<file path="src/hw/rtl/dhf_pkg.sv">
// ---------------------------------------------------------------------------
// dhf_pkg: shared types and constants for the depth hole fill block
// Sample widths, window geometry, register indexes and the sequencer states.
// ---------------------------------------------------------------------------
`timescale 1ns / 1ps
`default_nettype none

package dhf_pkg;

  localparam int PIX_W = 16;   // Q8.8 depth sample
  localparam int WIN   = 5;    // window cells per side
  localparam int LINES = 4;    // line stores
  localparam int YW    = 13;   // row counter, holds frame_height + 1
  localparam int SUM_W = 21;   // 25 * 65535 fits
  localparam int CNT_W = 5;    // up to 25 valid samples

  localparam logic [1:0] CFG_FRAME_WIDTH     = 2'd0;
  localparam logic [1:0] CFG_FRAME_HEIGHT    = 2'd1;
  localparam logic [1:0] CFG_VALID_THRESHOLD = 2'd2;

  typedef enum logic [2:0] {
    ST_IDLE,
    ST_LOAD,
    ST_ROWSUM,
    ST_TOTAL,
    ST_DIVIDE,
    ST_FINISH
  } dhf_state_t;

endpackage

`default_nettype wire

</file>
<file path="src/hw/rtl/dhf_divider.sv">
// ---------------------------------------------------------------------------
// dhf_divider: restoring divider, one quotient bit per cycle
// Window sum over valid count; done pulses when the last quotient bit is registered.
// ---------------------------------------------------------------------------
`timescale 1ns / 1ps
`default_nettype none

module dhf_divider
  import dhf_pkg::*;
(
  input  wire logic             clk,
  input  wire logic             rst,
  input  wire logic             start,
  input  wire logic [SUM_W-1:0] dividend,
  input  wire logic [CNT_W-1:0] divisor,
  output logic      [SUM_W-1:0] quotient,
  output logic                  done
);

  localparam int IW = $clog2(SUM_W + 1);

  logic             busy;
  logic [IW-1:0]    iter;
  logic [CNT_W-1:0] rem;
  logic [CNT_W-1:0] dvs;
  logic [CNT_W:0]   trial;
  logic             ge;
  logic [CNT_W:0]   diff;

  assign trial = {rem, quotient[SUM_W-1]};
  assign ge    = trial >= {1'b0, dvs};
  assign diff  = trial - {1'b0, dvs};

  always_ff @(posedge clk) begin
    if (rst) begin
      busy <= 1'b0;
      done <= 1'b0;
      iter <= '0;
    end else begin
      done <= busy && (iter == IW'(1));
      if (start) begin
        busy <= 1'b1;
        iter <= IW'(SUM_W);
      end else if (busy) begin
        iter <= iter - IW'(1);
        if (iter == IW'(1)) begin
          busy <= 1'b0;
        end
      end
    end
  end

  always_ff @(posedge clk) begin
    if (start) begin
      quotient <= dividend;
      rem      <= '0;
      dvs      <= divisor;
    end else if (busy) begin
      quotient <= {quotient[SUM_W-2:0], ge};
      rem      <= ge ? diff[CNT_W-1:0] : trial[CNT_W-1:0];
    end
  end

endmodule

`default_nettype wire

</file>
<file path="config.mk">
export PLATFORM = sky130hd
export DESIGN_NAME = dhf_divider
export DESIGN_NICKNAME = d
export VERILOG_FILES = /design/src/hw/rtl/dhf_pkg.sv /design/src/hw/rtl/dhf_divider.sv
export SDC_FILE = /design/constraint.sdc
export NUM_CORES = 1
export LEC_CHECK = 0
export BUFFER_PORTS_ARGS = -buffer_cell sky130_fd_sc_hd__buf_2
export CAP_MARGIN = 20
export CORE_MARGIN = 5
export CORE_UTILIZATION = 37
export CTS_CLUSTER_SIZE = 10
export DETAILED_ROUTE_END_ITERATION = 12
export PLACE_DENSITY = 0.73
export RECOVER_POWER = 25
export SLEW_MARGIN = 20
export SYNTH_ARGS = -nofsm -noshare
export SYNTH_HDL_FRONTEND = slang
export SYNTH_SLANG_ARGS = --single-unit
</file>
<file path="constraint.sdc">
create_clock -name clk -period 2 [get_ports clk]
set_input_delay 0 -clock clk [delete_from_list [all_inputs] [get_ports clk]]
set_output_delay 0 -clock clk [all_outputs]
set_load 0.005 [all_outputs]
</file>
After elaboration in Yosys (flattened, before gate mapping):

Index checks and enable logic that the tools add are counted.

* register bits after elaboration: 38
* bits in latches: 0
* memory bits (writable): 0
* memory bits (read-only): 0
* input port bits: 29
* output and inout bits: 22
* logic and storage cells: 22
* memories kept: 0

* add/subtract/negate cells: 2
* multiply operators: 0
* div/mod/pow operators: 0
* order comparisons: 1
* eq/ne operators: 1
* shift-type cells: 0
* muxes and demuxes: 8
* bitwise operators: 0
* reductions and logical operators: 3

Operators by type and width (number)
* $mux 21: 2
* $mux 5: 3
* $ge 6x5->1: 1
* $eq 5x1->1 const B: 1
* $sub 5x1->5 const B: 1
* $sub 5x5->5: 1
* $mux 1: 3
* $reduce_bool 2->1: 1
* $reduce_or 2->1: 1
* $logic_and 1x1->1: 1

Logic depth before layout (Yosys ltp):

Gate-level depths: netlist (run 1).

* depth in word-level cells: 4
* mapped depth: 8

Worst setup path after synthesis (run 1):

Ideal clock, no wire load.

* path type: flip-flop to flip-flop
* start point: register quotient[20]
* end point: register rem[4]
* arrival time: 2.013 ns
* path slack: -0.130 ns
* stages on the path, launching flop included: 9
* buffers on the path: 0
* period minus slack after synthesis: 2.130 ns
* cells stage by stage: edfxtp_1 inv_1 ha_1 inv_1 fa_1 a21o_1 o211a_1 or3_1 a32o_1

* longest elaborated chain between the ends: 2
* elaborated cells on any way between the ends: 3
* classes of those cells: add/sub: 1; order compare: 1; mux: 1

Ends and longest elaborated chain
* start, declared: line dhf_divider.sv:16 `output logic [SUM_W-1:0] quotient,`
* start signal, assigned: line dhf_divider.sv:55 `quotient <= dividend;`
* start signal, assigned: line dhf_divider.sv:59 `quotient <= {quotient[SUM_W-2:0], ge};`
* $sub 5x5->5 / $ge 6x5->1 (equally long branches): line dhf_divider.sv:32, dhf_divider.sv:31
* $mux 5 (*): line dhf_divider.sv:60 `rem <= ge ? diff[CNT_W-1:0] : trial[CNT_W-1:0];`
* end signal, assigned: line dhf_divider.sv:60
* end, declared: line dhf_divider.sv:24 `logic [CNT_W-1:0] rem;`

Mark *: on every way between the ends. The rest lies on a longest branch, timed or not.
A chain may end at the register's enable or synchronous reset.

Worst setup path in the final report (run 1):

Ends and elaborated chain as after synthesis.

==> impl_metrics.tcl, run 1 <==
set metrics [dict create \
    status "finished, violations left" \
    violations "negative setup slack" \
    yosysTopAreaCell "edfxtp_1" \
    hold_violations 0 \
    clk-insertion-delay-late_ns 0.29 \
    min_period_ns 2.117 \
    vias 1302 \
    critPathLaunch "quotient[20]" \
    seqCellArea_um2 1021 \
    crit_path_frequent_cell "inv_2" \
    p_leak_nw 1.018 \
    ant_nets 0 \
    clk_pin_slew_ns 0.08 \
    slew_headroom 0.6594 \
    netlist_area_um2 1772 \
    async_reset_ff_frac 0 \
    gr-total-overflow 0 \
    yosysMostFrequentCell "edfxtp_1" \
    start_kind "flip-flop" \
    fp.dieH_um 79.20 \
    fin_util 0.5083 \
    worstMarginPinSlew_ns 0.5109 \
    worst_slack_ns -0.1167 \
    std_cell_rows 25 \
    regToRegStartpoint "quotient[20]" \
    path_depth 8 \
    rsz0062_at_grt "true" \
    track_usage 0.1331 \
    rr_worst_depth 8 \
    hold_path_class "input port to flip-flop" \
    dpl.hpwl_um 2699 \
    hp-start "dividend[20]" \
    skew_ns 0.005229 \
    syn_avg_cell_area_um2 13.12 \
    setup-violations-final 3 \
    core_um2 4692 \
    die_width_um 79.20 \
    antenna_found_initial 0 \
    reg2reg_to "rem[4]" \
    start_util 0.3776 \
    first_global_vias 1366 \
    critPathSlowestCell "edfxtp_1" \
    grt_max_degree 25 \
    synth.top_cell.area_share 0.4407 \
    drc 0 \
    ir_drop_uv 449.4 \
    path_buf_inv 2 \
    firstDrtPassIters 4 \
    initialDrtViolationCount 54 \
    place_inst 241 \
    crit_required_ns 2.18 \
    syn_nets 172 \
    cts_tree "built" \
    fillers 421 \
    final_net_count 247 \
    ys_ff_latch 38 \
    root_buffer "clkbuf_8" \
    cts-htree-levels 2 \
    synth_common_cells "edfxtp_1 (26), mux2_2 (21), dfxtp_1 (12)" \
    synth_area_leaders "edfxtp_1 (44%), dfxtp_1 (14%), mux2_2 (13%)" \
    dpl_worst_slack_ns -0.1182 \
    cts_sinks 38 \
    io_buffers 50 \
    io_pins 51 \
    placed_area_um2 2125 \
    gp_congestion 0.8240 \
    die_area_um2 6273 \
    post_drt_wl_per_cell_um 14.68 \
    cp_max_fo 3 \
    cts_buffers 5 \
    ys_types 37 \
    clock_path_buffers 2 \
    crit_chain "inv_2 > ha_4 > inv_2 > fa_2 > a21o_1 > o211a_1 > or3_1 > a32o_1" \
    fin_crit_sh 1.058 \
    path_delay_family "compound AO/OA/AOI/OAI gates" \
    end_kind "flip-flop" \
    ys.flop_type "edfxtp_1" \
    cap_violations 0 \
    fin_area_um2 2385 \
    synth-edff-count 26 \
    multi_input_area_um2 730.7 \
    yosysWarningCount 0 \
    routed_via_density 4.913 \
    endpoint "rem[4]" \
    slew_violations 0 \
    synthToLayoutAreaGrowth_pct 34.60 \
    worstSetupPathType "flip-flop to flip-flop" \
    synth_cells 135 \
    seq_area_frac_synth 0.5763 \
    final-instance-count-excl-fill 265 \
    layout-drive-gt1-share 0.4550 \
    fmax_mhz 472.4 \
    antenna_cells 0 \
    wl_um 3889 \
    p_per_area_nw_per_um2 809.4 \
    slowest_delay_ns 0.42 \
    arrival_ns 2.30 \
    rrSetupSlack_ns -0.12 \
    grt_pass1_wl_um 6403 \
]
==> power by group <==
group	switching, mW	internal [mW]	total (mW)
Sequential	0.0512	0.931	0.983
Combinational	0.183	0.226	0.409
Clock	0.261	0.278	0.539
Total	0.495	1.44	1.93
==> worst min-delay path by stage <==
| stage | slack [ns] | cells after the start | endpoint |
|---|---|---|---|
| 2_1_floorplan | 0.07 | 1 | iter[0] |
| 3_3_place_gp | 0.18 | 1 | dvs[0] |
| 3_5_place_dp | 0.18 | 1 | dvs[3] |
| 4_1_cts | 0.001 | 2 | quotient[15] |
| 5_1_grt | 0.005 | 2 | quotient[12] |
| 6_report | 0.01 | 2 | quotient[20] |
==> flip-flops by register name, summed over array words and instances (netlist names) <==
| signal | count |
|---|---|
| busy | 1 |
| quotient | 21 |
| dvs | 5 |
| iter | 5 |
| done | 1 |
| rem | 5 |
==> worst reg2reg max path, stage by stage (launching register included) <==
cell	delay, ns
edfxtp_1	0.42
inv_2	0.10
ha_4	0.14
inv_2	0.03
fa_2	0.33
a21o_1	0.19
o211a_1	0.24
or3_1	0.31
a32o_1	0.26
==> cell type report <==
cell class / instances / share of cell area
clock buffers: 7 / 0.03620
clock inverters: 1 / 0.002099
inverters: 10 / 0.01574
multi-input cells: 82 / 0.3064
flip-flops and latches: 38 / 0.4281
well taps: 54 / 0.02833
repair buffers: 73 / 0.1831
==> cell families after synthesis <==
| kind of cell | Yosys count | share of synthesized area |
|---|---|---|
| AOI/OAI and AO/OA | 18 | 0.07275 |
| muxes | 22 | 0.1391 |
| adders and majority gates | 8 | 0.06073 |
| DFF | 38 | 0.5763 |
| and+or+nand+nor | 28 | 0.08899 |
| xor gates and xnor gates | 6 | 0.02967 |
| buffers and inverters | 15 | 0.03248 |
==> per-layer routing <==
layer  wire (um)  track usage  up-vias
li1            -            -      646
met1        1735       0.1657      600
met2        1732       0.1987       47
met3         324      0.05442        9
met4          97      0.06529        0
met5           0            0        -
==> layout by cell type (no fill, tap or decap), drive strengths merged, types with 3 or more instances in the layout <==
cell type,instances
a21oi,6
buf,57
clkbuf,15
dfxtp,12
dlygate4sd3,8
edfxtp,26
ha,7
inv,10
mux2,21
nand2,7
nor2,6
xnor2,3
xor2,3
==> metrics by stage <==
stage                     hold WS [ns]  setup TNS [ns]  total power, mW
final                          0.01320         -0.2441            1.930
after global routing          0.004900         -0.9168            2.042
after CTS                     0.001082         -0.1247            1.923
after detailed placement        0.1787         -0.3174            1.341
after global placement          0.1778         -0.1142            1.336
after floorplan                0.06907        -0.09170            1.189
==> repair_timing <==
item                                    in CTS  in global routing
pin swaps                                    3                  7
buffers inserted                             4                  4
endpoints found under the setup margin       4                  6
resized for setup                            5                  4
endpoints found under the hold margin       13                  1
hold buffers                                 7                  1
(Power assumes the default switching activity.)
==> run 2, diff against run 1 <==
- GPL_TIMING_DRIVEN: not set -> 0
- PLACE_DENSITY: 0.73 -> 0.71
- clock period: 2 -> 2.7 ns (I/O delays scaled with it)
==> impl_metrics.tcl, run 2 (synthesized netlist as in run 1, its figures left out) <==
set metrics [dict create \
    crit_chain "inv_1 > ha_1 > inv_1 > fa_1 > a21o_1 > o211a_1 > or3_1 > a32o_1" \
    rsz0062_at_grt "false" \
    worstMarginPinSlew_ns 0.8741 \
    arrival_ns 2.42 \
    worstSetupPathType "flip-flop to flip-flop" \
    hp-start "dividend[15]" \
    cts_sinks 38 \
    antenna_cells 0 \
    layout_commonest_cell "buf_2" \
    fin_area_um2 2300 \
    gp_congestion 0.8135 \
    root_buffer "clkbuf_8" \
    hold_path_class "input port to flip-flop" \
    holdPathStages 2 \
    std_cell_rows 25 \
    end_kind "flip-flop" \
    clk-insertion-delay-late_ns 0.29 \
    dpl.hpwl_um 2668 \
    ant_nets 0 \
    cap_violations 0 \
    grt_max_degree 22 \
    rr_worst_depth 8 \
    fmax_mhz 448.8 \
    synthToLayoutAreaGrowth_pct 29.80 \
    clk_pin_slew_ns 0.08 \
    reg2reg_to "rem[4]" \
    fin_crit_sh 0.8253 \
    skew_ns 0.007046 \
    status "finished clean" \
    io_buffers 50 \
    io_pins 51 \
    post_drt_wl_per_cell_um 14.73 \
    die_area_um2 6273 \
    p_leak_nw 0.9663 \
    p_total_mw 1.385 \
    antenna_found_initial 0 \
    cts_tree "built" \
    core_um2 4692 \
    grt_pass1_wl_um 6292 \
    slew_headroom 0.4167 \
    slew_violations 0 \
    cts_buffers 5 \
    fp.dieH_um 79.20 \
    wl_um 3829 \
    track_usage 0.1319 \
    crit_required_ns 2.89 \
    ir_drop_uv 281.5 \
    largest_reg_flops 21 \
    regToRegStartpoint "quotient[20]" \
    critPathSlowestCell "fa_1" \
    routed_via_density 4.908 \
    cp_max_fo 4 \
    crit_path_frequent_cell "inv_1" \
    firstDrtPassIters 4 \
    hold_violations 0 \
    first_global_vias 1324 \
    vias 1276 \
    fillers 434 \
    slowest_delay_ns 0.40 \
    min_period_ns 2.228 \
    p_per_area_nw_per_um2 602.4 \
    die_width_um 79.20 \
    hold-path-endpoint "quotient[15]" \
    gr-total-overflow 0 \
    layout_common_cells "buf_2 (43), edfxtp_1 (26), mux2_2 (21), clkbuf_1 (13), dlygate4sd3_1 (13)" \
    start_kind "flip-flop" \
    initialDrtViolationCount 61 \
    setup-violations-final 0 \
    top_register "quotient" \
    rrSetupSlack_ns 0.47 \
    final_net_count 242 \
    setup_tns_ns 0 \
    cts-htree-levels 2 \
    placed_area_um2 2090 \
    clock_path_buffers 2 \
    layout-drive-gt1-share 0.3544 \
    drc 0 \
    start_util 0.3776 \
]
==> run 2: final cells by class <==
cell class | count | area, um^2 | area share
tap | 54 | 67.56 | 0.02938
timing repair buffer | 63 | 370.4 | 0.1610
buffer | 5 | 20.02 | 0.008705
multi-input combinational | 82 | 693.2 | 0.3014
clock buffer | 8 | 90.09 | 0.03917
inverter | 10 | 37.54 | 0.01632
sequential | 38 | 1021 | 0.4440
==> run 2: how the worst max path moves through the flow <==
stage	startpoint	to	slack, ns	cells after the start
after floorplan	quotient[20]	rem[4]	0.57	8
after global placement	quotient[20]	rem[4]	0.50	8
after detailed placement	quotient[20]	rem[4]	0.48	8
after CTS	quotient[20]	rem[4]	0.47	8
after global routing	busy	quotient[19]	0.34	4
final	quotient[20]	rem[4]	0.47	8
==> run 2: critical path: cells and delay by family, from the launching register on <==
| kind | cells | cell delay, ns |
|---|---|---|
| flops | 1 | 0.38 |
| buf+inv | 2 | 0.14 |
| simple gates | 1 | 0.37 |
| fa+ha+maj | 2 | 0.55 |
| compound gates | 3 | 0.70 |
==> run 2: power by group <==
part | leakage [nW] | total (mW) | internal, mW | switching [mW]
Combinational | 0.562 | 0.257 | 0.132 | 0.125
Clock | 0.0455 | 0.407 | 0.208 | 0.198
Sequential | 0.359 | 0.721 | 0.690 | 0.0316
==> run 2: metrics by stage <==
stage | hold slack [ns] | cells | setup WS (ns) | util
final | 0.01052 | 260 | 0.4716 | 0.4901
after global routing | 0.004187 | 260 | 0.3357 | 0.4901
after CTS | 0.001056 | 260 | 0.4711 | 0.4923
after detailed placement | 0.1792 | 239 | 0.4763 | 0.4453
after global placement | 0.1786 | 239 | 0.4975 | 0.4453
after floorplan | 0.06907 | 135 | 0.5696 | -
==> run 2: repair_timing <==
item	in CTS	in global routing
hold buffers	13	0
endpoints found under the hold margin	19	0
gates resized for setup	0	0
setup buffers	0	0
==> run 2: layer usage <==
metal  global-route usage  share of wire  vias up
li1                     -              -      637
met1               0.1680           0.47      591
met2               0.1944           0.43       42
met3              0.05782          0.090        6
met4              0.05498          0.016        0
met5                    0              0        -
