### src/hw/rtl/dhf_pkg.sv
// ---------------------------------------------------------------------------
// dhf_pkg: shared types and constants for the depth hole fill block
// Sample widths, window geometry, register indexes and the sequencer states.
// ---------------------------------------------------------------------------
`timescale 1ns / 1ps
`default_nettype none

package dhf_pkg;

  localparam int PIX_W = 16;   // Q8.8 depth sample
  localparam int WIN   = 5;    // window cells per side
  localparam int LINES = 4;    // line stores
  localparam int YW    = 13;   // row counter, holds frame_height + 1
  localparam int SUM_W = 21;   // 25 * 65535 fits
  localparam int CNT_W = 5;    // up to 25 valid samples

  localparam logic [1:0] CFG_FRAME_WIDTH     = 2'd0;
  localparam logic [1:0] CFG_FRAME_HEIGHT    = 2'd1;
  localparam logic [1:0] CFG_VALID_THRESHOLD = 2'd2;

  typedef enum logic [2:0] {
    ST_IDLE,
    ST_LOAD,
    ST_ROWSUM,
    ST_TOTAL,
    ST_DIVIDE,
    ST_FINISH
  } dhf_state_t;

endpackage

`default_nettype wire

### src/hw/rtl/dhf_cell.sv
// ---------------------------------------------------------------------------
// dhf_cell: one window cell
// Holds one window sample; takes its right neighbor's on shift.
// ---------------------------------------------------------------------------
`timescale 1ns / 1ps
`default_nettype none

module dhf_cell
  import dhf_pkg::*;
(
  input  wire logic             clk,
  input  wire logic             rst,
  input  wire logic             shift,
  input  wire logic [PIX_W-1:0] in_value,
  output logic      [PIX_W-1:0] value
);

  always_ff @(posedge clk) begin
    if (rst) begin
      value <= '0;
    end else if (shift) begin
      value <= in_value;
    end
  end

endmodule

`default_nettype wire

### config.mk
export PLATFORM = sky130hd
export DESIGN_NAME = dhf_cell
export DESIGN_NICKNAME = d
export VERILOG_FILES = /design/src/hw/rtl/dhf_pkg.sv /design/src/hw/rtl/dhf_cell.sv
export SDC_FILE = /design/constraint.sdc
export NUM_CORES = 1
export LEC_CHECK = 0
export BUFFER_PORTS_ARGS = -buffer_cell sky130_fd_sc_hd__buf_2
export CAP_MARGIN = 20
export CELL_PAD_IN_SITES_DETAIL_PLACEMENT = 1
export CELL_PAD_IN_SITES_GLOBAL_PLACEMENT = 2
export CORE_MARGIN = 1
export CORE_UTILIZATION = 24
export DETAILED_ROUTE_END_ITERATION = 8
export GPL_TIMING_DRIVEN = 0
export PLACE_DENSITY_LB_ADDON = 0.1
export SYNTH_ARGS = -nofsm -noshare
export SYNTH_HDL_FRONTEND = slang
export SYNTH_SLANG_ARGS = --single-unit
### constraint.sdc
create_clock -name clk -period 1.4 [get_ports clk]
set_clock_uncertainty 0.05 [all_clocks]
set_input_delay 0.14 -clock clk [delete_from_list [all_inputs] [get_ports clk]]
set_output_delay 0.14 -clock clk [all_outputs]
set_load 0.02 [all_outputs]
# == Word level (Yosys, flattened, before mapping) ==
# Cells that the tools add are included.
# totals
ff_bits,16
output_inout_bits,16

# == Logic depth before layout (Yosys ltp) ==
# Gate-level depths: netlist of the first run.
# depth
word_depth,0
mapped_depth,4

# == Worst setup path after synthesis of the first run ==
# No wires, ideal clock.
# synth_timing
path_type,input-to-reg
start,input shift
end,register value[10]
setup_time_ns,0.117
arrival_ns,0.605
setup_slack_ns,0.628
cell_stages,4
path_buffers,2
path_cell_list,buf_6 -> buf_12 -> mux2i_1 -> nor2_1
# synth_rtl
element,line_no,rtl
"start, declared",dhf_cell.sv:13,"input wire logic shift,"
"end signal, assigned",dhf_cell.sv:22,value <= in_value;
"end, declared",dhf_cell.sv:15,output logic [PIX_W-1:0] value

# == Worst setup path after layout of the first run ==
# layout_timing
start,register value[0]
end,output value[0]
# No word-level cell between the ends.

==> out/qor.txt, run 1 <==
Outcome = complete, no violations
Crit path DAT = 0.79 ns
Post-cts resize count = 0
Initial DRC Count = 2
Slowest stage cell, crit path = dfxtp_1
# H-tree levels = 1
Grt total ovfl = 0
Total negative setup slack = 0 ns
Main synth FF type = dfxtp_1
Global placement routability congestion = 0.615
Worst Hold End = value[15]
Post-CTS Setup Inserts = 0
Post-synth top area share = 0.552
Synth-to-layout area growth = 37.5%
EDFF count, synth = 0
CTS Buf Count = 3
Clk_lat worst skew = 0.28 ns
Fmax = 1020 MHz
Final HPWL DP = 1010 um
Remaining DRCs = 0
Die Height = 51.2 um
Fin crit period = 0.983 ns
Final setup violation count = 0
Max-cap violation count = 0
Async S/R FF share, synth = 0
Worst setup EP type = output pin
Worst slew pin tran = 0.278 ns
Synth Area per Inst = 11.2 sq um
Seq/Total Area, Yosys = 0.552
Drt wl/cell = 11.3 um
Largest area contributor in the netlist = dfxtp_1
RR Endpoint = value[1]
CTS Root Buffer Type = clkbuf_4
Post-synthesis compound-gate area fraction = 0
Slew Limit Fails = 0
Vias in the first global route = 509
First-pass GRT wire length = 2080 um
WP data required = 1.21 ns
Worst Path Max Fanout = 2
Die area = 2620 sq um
Leakage power = 0.434 nW
R2r worst-path depth = 2
Final antenna diode count = 0
Register bit total from synthesis = 16
Cells after synthesis = 52
Period Utilization, post-route = 0.702
R2R Setup Slk = 0.72 ns
Post-synth top cells = dfxtp_1 (16), mux2i_1 (16), nor2_1 (16)
Fin util = 0.354
Vias per Instance = 4.23
Max reg flops = 16
Cells on Worst Hold Path = 3
Initial antenna violation count = 0
Largest net degree at the start of global routing = 11
Main combinational cell family by area after synthesis = multiplexers
Syn nets = 71
Hold_buf cts = 0
Synth top area cells = dfxtp_1 (55%), mux2i_1 (28%), nor2_1 (10%)
Mapped Area = 581 sq um
Ratio of cells with drive above 1 in the final layout = 0.437
CP top delay family = flip-flops
Starting Density = 0.257
CP bufs+invs = 1
Fraction of the mapped netlist area in adder cells = 0
Worst-path cell chain = buf_2
DR vias = 487
GRT Total Usage = 0.111
I/O Buffers = 32
Worst Hold Launch = in_value[15]
Row count = 17
RR Startpoint = value[1]
Leading registers by flop count = value (16)
Final #Nets = 108
# IOs = 35
Synth unique cells = 7
Core ar. = 2250 sq um
Post-Synth XOR/XNOR Area = 0
VDD IR max = 0.000473 V
Post-Synth Simple-Gate Area = 0.103
Crit path largest cell delay = 0.35 ns
P per Cell Area = 1110 nW/um^2
Mux contribution to synthesized area = 0.276
CTS Sinks = 16
Hold WC Path Type = input port to flip-flop
Pre-antenna DRT Iters = 2
Remaining antenna violation count = 0
CP Class = flip-flop to output pin
Stages on worst setup path = 1
Final WL = 1300 um
Final hold vios = 0
CTS tree = done
CP Launch Type = flip-flop
Clock Tree Buf Depth = 2
Register name with the most flops = value
Clk slew on worst S/H paths = 0.09 ns
Die X = 51.2 um
Yosys warns = 0
RSZ-0062 raised after global routing = no
Slew margin rel. = 0.815
==> cell families after synthesis <==
kind of cell | after synthesis
flops | 16
mux | 16
simple gates | 16
buf+inv | 4
==> stage by stage <==
stage | area, sq um | hold WS, ns | cells | worst slack (ns) | power [W]
after floorplan | 581 | 0.237 | 52 | 0.628 | 0.000601
after global placement | 776 | 0.325 | 112 | 0.460 | 0.000659
after detailed placement | 776 | 0.337 | 112 | 0.480 | 0.000661
after global routing | 798 | 0.0463 | 115 | 0.356 | 0.000942
after CTS | 798 | 0.0395 | 115 | 0.398 | 0.000898
final | 798 | 0.0402 | 115 | 0.417 | 0.000884
==> placed cells by master, fill, tap and decap left out <==
cell,n
buf_6,1
clkbuf_4,3
nor2_1,16
buf_12,1
mux2i_1,16
dfxtp_1,16
buf_2,33
buf_1,1
==> worst max-delay path by stage <==
| stage | from | endpoint | slack (ns) |
|---|---|---|---|
| 6_report | value[0] | value[0] | 0.42 |
| 5_1_grt | value[13] | value[13] | 0.36 |
| 4_1_cts | value[0] | value[0] | 0.40 |
| 3_5_place_dp | rst | value[8] | 0.48 |
| 3_3_place_gp | rst | value[8] | 0.46 |
| 2_1_floorplan | shift | value[10] | 0.63 |
==> area by class of cell <==
type                    instances  area, sq um
plain buffers                   4         40.0
clock buffers                   3         22.5
fillers                       281         1460
multi-input cells              32          220
flip-flops and latches         16          320
well taps                      28         35.0
repair buffers                 32          160
==> metal layers <==
| layer | track usage | up-vias | wire [um] |
|---|---|---|---|
| met5 | 0 | - | 0 |
| met4 | 0.0741 | 0 | 9 |
| met3 | 0.0268 | 2 | 69 |
| met2 | 0.184 | 18 | 649 |
| met1 | 0.126 | 223 | 572 |
| li1 | - | 244 | - |
==> where the power goes <==
group          switching, W  internal [W]  total (W)
registers         0.0000120      0.000482   0.000494
logic             0.0000832     0.0000698   0.000153
clock network      0.000137     0.0000997   0.000237
total              0.000233      0.000652   0.000884
(Power assumes the default switching activity.)
==> run 2, diff against run 1 <==
--- a/config.mk
+++ b/config.mk
@@ -10,7 +10,7 @@
 export CELL_PAD_IN_SITES_DETAIL_PLACEMENT = 1
 export CELL_PAD_IN_SITES_GLOBAL_PLACEMENT = 2
 export CORE_MARGIN = 1
-export CORE_UTILIZATION = 24
+export CORE_UTILIZATION = 20
 export DETAILED_ROUTE_END_ITERATION = 8
 export GPL_TIMING_DRIVEN = 0
 export PLACE_DENSITY_LB_ADDON = 0.1
==> constraint.sdc (replaced) <==
create_clock -name clk -period 0.8 [get_ports clk]
set_clock_uncertainty 0.05 [all_clocks]
set_input_delay 0.08 -clock clk [delete_from_list [all_inputs] [get_ports clk]]
set_output_delay 0.08 -clock clk [all_outputs]
set_load 0.02 [all_outputs]
==> run 2 against run 1 <==
Compared with the run above: the run now ends with negative setup slack left; first-iteration DRC count is 50% higher; flip-flop and latch count stayed put; global-route usage is 1.0 points lower; clock power is 70% higher; non-clock buffer count is 9 higher; worst setup slack worse by 0.48 ns; die area is 19% higher; utilization is 2.9 points higher; via count is 5.3% higher; largest cell class is now buffers.
==> out/qor.txt, run 2 (synthesis gave the netlist of run 1 again) <==
Pre-antenna DRT Iters = 2 (unchanged)
CTS Root Buffer Type = clkbuf_4
Setup slack after layout = -0.0654 ns (-0.482 ns)
Final HPWL DP = 927 um (-8.3%)
DR vias = 513 (+5.3%)
CP Launch Type = flip-flop
Slew Limit Fails = 0 (unchanged)
Final hold vios = 0 (unchanged)
First-pass GRT wire length = 2390 um (+15%)
Register name with the most flops = value
Largest net degree at the start of global routing = 11 (unchanged)
Most frequent cells in the layout = buf_6 (17), mux2i_1 (16), nor2_1 (16), dfxtp_2 (16), dlygate4sd3_1 (12)
Fmax = 1160 MHz
Cells on Worst Hold Path = 2 (-1)
Fin util = 0.383 (+0.0293)
Die area = 3120 sq um (+19%)
Die Height = 55.9 um (+9.2%)
Filler cells = 321 (+14%)
Stages on worst setup path = 1 (unchanged)
Final setup violation count = 16 (+16)
Worst Hold End = value[13]
Worst Path Max Fanout = 2 (unchanged)
Synth-to-layout area growth = 82.1%
Slowest stage cell, crit path = dfxtp_2
Post-route insts no fill = 127 (+10%)
Global placement routability congestion = 0.629 (+2.3%)
CP bufs+invs = 1 (unchanged)
Remaining DRCs = 0 (unchanged)
RR Startpoint = value[12]
Post-CTS Setup Inserts = 0 (unchanged)
Vias in the first global route = 572 (+12%)
Max-cap violation count = 0 (unchanged)
Final WL = 1370 um (+5.6%)
Worst-path cell chain = buf_6
Worst slew pin tran = 0.282 ns (+0.00432 ns)
WP data required = 0.67 ns (-0.54 ns)
Grt total ovfl = 0 (unchanged)
Starting Density = 0.211 (-0.0470)
Crit path largest cell delay = 0.35 ns (about the same)
CTS tree = done
Max reg flops = 16 (unchanged)
# H-tree levels = 1 (unchanged)
Drt wl/cell = 10.8 um (-4.4%)
Clk slew on worst S/H paths = 0.08 ns (about the same)
Core ar. = 2760 sq um (+22%)
Initial DRC Count = 3 (+1)
GRT Total Usage = 0.101 (-0.0100)
RR Endpoint = value[12]
Vias per Instance = 4.04 (-4.6%)
R2R Setup Slk = 0.12 ns (-0.60 ns)
Final antenna diode count = 0 (unchanged)
CTS Sinks = 16 (unchanged)
R2r worst-path depth = 2 (unchanged)
Remaining antenna violation count = 0 (unchanged)
Dpl cells = 115 (+2.7%)
Clk_lat worst skew = 0.28 ns (about the same)
P per Cell Area = 1570 nW/um^2 (+42%)
I/O Buffers = 32 (unchanged)
Failing checks = negative setup slack
Leakage power = 0.530 nW (+22%)
Worst Hold Launch = rst
Die X = 55.9 um (+9.2%)
Crit path DAT = 0.74 ns (-0.05 ns)
CP top delay family = flip-flops
VDD IR max = 0.00115 V (+140%)
Period Utilization, post-route = 1.08
Final #Nets = 117 (+8.3%)
Slew margin rel. = 0.812 (-0.00288)
Worst setup EP type = output pin
Ratio of cells with drive above 1 in the final layout = 0.490 (+0.0528)
Hold WC Path Type = input port to flip-flop
Clock Tree Buf Depth = 2 (unchanged)
# IOs = 35 (unchanged)
CP Class = flip-flop to output pin
RSZ-0062 raised after global routing = yes
Initial antenna violation count = 0 (unchanged)
Row count = 19 (+2)
Outcome = finished, violations left
CTS Buf Count = 3 (unchanged)
Fin crit period = 0.865 ns
Leading cell type in the layout, fill and taps excluded = buf_6
Leading registers by flop count = value (16)
[run 2: cell types whose count changed in the layout (fill, tap and decap cells not counted)]
| cell | change |
|---|---|
| buf_2 | -23 |
| dlygate4sd3_1 | +12 |
| buf_6 | +16 |
| dfxtp_1 | -16 |
| dlymetal6s4s_1 | +4 |
| dfxtp_2 | +16 |
[run 2: layout make-up]
type	instances	area, sq um	share of cell area
multi-input combinational	32	220	0.208
timing repair buffer	41	395	0.374
tap	31	38.8	0.0367
sequential	16	340	0.322
clock buffer	3	22.5	0.0213
buffer	4	40.0	0.0379
[run 2: how the worst max path moves through the flow]
stage / start / to / slack [ns]
after global routing: value[11] / value[11] / -0.11
after detailed placement: rst / value[8] / -0.10
final: value[8] / value[8] / -0.07
after CTS: value[11] / value[11] / -0.08
after global placement: rst / value[14] / -0.11
after floorplan: shift / value[10] / 0.09
[run 2: through the flow]
stage                     setup WS [ns]  total power (W)  area [sq um]  setup TNS, ns  hold WS [ns]
after floorplan                  0.0876          0.00105           581              0         0.177
after global placement           -0.106          0.00115           779          -1.05         0.267
after detailed placement         -0.102          0.00116           779         -0.975         0.274
after CTS                       -0.0846          0.00171          1080          -1.26        0.0578
after global routing             -0.107          0.00176          1060          -1.57        0.0777
final                           -0.0654          0.00166          1060         -0.960        0.0442
[run 2: timing repair]
action,4_1_cts,5_1_grt
gates resized for setup,48,4
endpoints found under the setup margin,16,27
pin swaps,0,6
hold endpoints to repair,16,0
gates cloned,0,0
hold buffers,16,0
[run 2: where the power goes]
group / switching [W] / internal [W] / total (W)
clock: 0.000230 / 0.000174 / 0.000404
combinational: 0.000151 / 0.000220 / 0.000370
sequential: 0.0000313 / 0.000853 / 0.000885
[run 2: routing by layer]
| layer | part of all wire | track usage | routed length [um] | vias to the layer above |
|---|---|---|---|---|
| li1 | - | - | - | 260 |
| met1 | 0.40 | 0.110 | 543 | 235 |
| met2 | 0.53 | 0.177 | 732 | 16 |
| met3 | 0.059 | 0.0512 | 81 | 2 |
| met4 | 0.012 | 0.0209 | 16 | 0 |
| met5 | 0 | 0 | 0 | - |
==> run 3, diff against run 2 <==
--- a/config.mk
+++ b/config.mk
@@ -14,6 +14,7 @@
 export DETAILED_ROUTE_END_ITERATION = 8
 export GPL_TIMING_DRIVEN = 0
 export PLACE_DENSITY_LB_ADDON = 0.1
+export SKIP_CTS_REPAIR_TIMING = 1
 export SYNTH_ARGS = -nofsm -noshare
 export SYNTH_HDL_FRONTEND = slang
 export SYNTH_SLANG_ARGS = --single-unit
==> run 3 against run 2 <==
Compared with the run above: the flow finishes with violations (negative hold slack, negative setup slack); critical path depth unchanged; sequential share of layout area rose by 3.2 points; flip-flop and latch count stayed put; register-to-register slack hardly changed; utilization is 3.4 points lower; via count is 2.5% lower; total power decreased by 1.6%.
==> out/qor.txt, run 3 (synthesis gave the netlist of run 1 again) <==
Finished Cell Area = 962 sq um (-9.0%)
Synth-to-layout area growth = 65.7%
Leakage power = 0.473 nW (-11%)
Row count = 19 (unchanged)
Crit path DAT = 0.74 ns (about the same)
Placed cell areas = 779 sq um (unchanged)
Clock Tree Buf Depth = 2 (unchanged)
Final antenna diode count = 0 (unchanged)
Remaining antenna violation count = 0 (unchanged)
P per Cell Area = 1700 nW/um^2 (+8.1%)
First-pass GRT wire length = 1960 um (-18%)
Filler cells = 332 (+3.4%)
Hold Worst Slack = -0.0195 ns (-0.0637 ns)
Slew Limit Fails = 0 (unchanged)
RR Endpoint = value[15]
Final setup violation count = 16 (unchanged)
Core ar. = 2760 sq um (unchanged)
Vias per Instance = 4.10 (+1.5%)
CTS Buf Count = 3 (unchanged)
R2R Setup Slk = 0.12 ns (about the same)
Hold WC Path Type = input port to flip-flop
Worst-path cell chain = buf_6
Final #Nets = 112 (-4.3%)
Failing checks = negative hold slack, negative setup slack
CP Capture Point = value[11]
Remaining DRCs = 0 (unchanged)
Most frequent cells in the layout = buf_2 (17), buf_6 (17), mux2i_1 (16), nor2_1 (16), dfxtp_2 (16)
Fin crit period = 0.868 ns (+0.00222 ns)
Clock power share = 0.252 (+0.008)
Initial DRC Count = 4 (+1)
Final hold vios = 10 (+10)
RR Startpoint = value[15]
Largest net degree at the start of global routing = 11 (unchanged)
Grt total ovfl = 0 (unchanged)
Starting Density = 0.211 (unchanged)
Stages on worst setup path = 1 (unchanged)
Slowest stage cell, crit path = dfxtp_2
DR vias = 500 (-2.5%)
GRT Total Usage = 0.0856 (-0.0157)
CP top delay family = flip-flops
I/O Buffers = 32 (unchanged)
Crit path largest cell delay = 0.35 ns (about the same)
Ratio of cells with drive above 1 in the final layout = 0.593 (+0.104)
CP Launch Type = flip-flop
Worst Setup SP = value[11]
Die Height = 55.9 um (unchanged)
Outcome = finished, violations left
Fin util = 0.349 (-0.0345)
Vias in the first global route = 449 (-22%)
Leading registers by flop count = value (16)
Max-cap violation count = 0 (unchanged)
Clk slew on worst S/H paths = 0.09 ns (about the same)
Initial antenna violation count = 0 (unchanged)
Global placement routability congestion = 0.629 (unchanged)
Psw = 0.000415 W (+0.83%)
Flop pwr share = 0.542 (+0.009)
Combinational share of power = 0.206 (-0.017)
Total negative setup slack = -1.01 ns (-0.0465 ns)
Sw frac = 0.255 (+0.00626)
R2r worst-path depth = 2 (unchanged)
Fmax = 1150 MHz (-0.26%)
WP data required = 0.67 ns (about the same)
Register name with the most flops = value
Clk_lat worst skew = 0.28 ns (about the same)
Die area = 3120 sq um (unchanged)
Worst setup EP type = output pin
Post-place setup slack = -0.102 ns (unchanged)
CP Class = flip-flop to output pin
Pre-antenna DRT Iters = 2 (unchanged)
CTS Root Buffer Type = clkbuf_4
Worst Path Max Fanout = 2 (unchanged)
Internal = 0.00122 W (-2.5%)
Die X = 55.9 um (unchanged)
CP bufs+invs = 1 (unchanged)
Max reg flops = 16 (unchanged)
VDD IR max = 0.00115 V (-0.24%)
Final HPWL DP = 927 um (unchanged)
Final WL = 1330 um (-3.2%)
# IOs = 35 (unchanged)
Slew margin rel. = 0.801 (-0.0109)
# H-tree levels = 1 (unchanged)
CTS Sinks = 16 (unchanged)
CTS tree = done
Worst slew pin tran = 0.298 ns (+0.0163 ns)
RSZ-0062 raised after global routing = yes
Period Utilization, post-route = 1.08 (+0.00278)
Setup slack after layout = -0.0676 ns (-0.00222 ns)
Drt wl/cell = 10.9 um (+0.76%)
run 3: cell count changes in the layout (fill, tap and decap cells not counted), sizes merged:
cell          delta
dlygate4sd3      -8
buf              +7
dlymetal6s4s     -4
run 3: how the worst min path moves through the flow:
stage | from | end | slack, ns | depth (start not counted)
after CTS | in_value[6] | value[6] | -0.03 | 3
after floorplan | in_value[0] | value[0] | 0.18 | 2
after global routing | in_value[2] | value[2] | -0.006 | 3
final | in_value[6] | value[6] | -0.02 | 3
after global placement | in_value[11] | value[11] | 0.27 | 3
after detailed placement | in_value[5] | value[5] | 0.27 | 3
run 3: routing by layer:
layer  routed length, um  vias up  track usage
li1                    -      250            -
met1                 516      232       0.0957
met2                 707       16        0.141
met3                  90        2       0.0488
met4                  16        0       0.0209
met5                   0        -            0
run 3: power groups by stage:
stage | Combinational, W | Clock (W) | Sequential (W)
after CTS | 0.000273 | 0.000441 | 0.000865
final | 0.000336 | 0.000411 | 0.000884
after global placement | 0.000271 | 0 | 0.000881
after detailed placement | 0.000272 | 0 | 0.000883
after floorplan | 0.000109 | 0 | 0.000943
after global routing | 0.000366 | 0.000463 | 0.000891
run 3: cell type report:
| class | instances | area (sq um) | area share |
|---|---|---|---|
| sequential | 16 | 340 | 0.354 |
| timing repair buffer | 36 | 300 | 0.312 |
| multi-input combinational | 32 | 220 | 0.229 |
| buffer | 4 | 40.0 | 0.0416 |
| tap | 31 | 38.8 | 0.0403 |
| clock buffer | 3 | 22.5 | 0.0234 |
run 3: worst reg2reg max path: stages (launching register included):
cell and delay [ns]:
dfxtp_2 0.33, mux2i_1 0.13, nor2_1 0.06
run 3: per-stage QoR:
step                cells  total power [W]
floorplan              52          0.00105
global placement      115          0.00115
detailed placement    115          0.00116
CTS                   118          0.00158
global route          122          0.00172
finish                122          0.00163
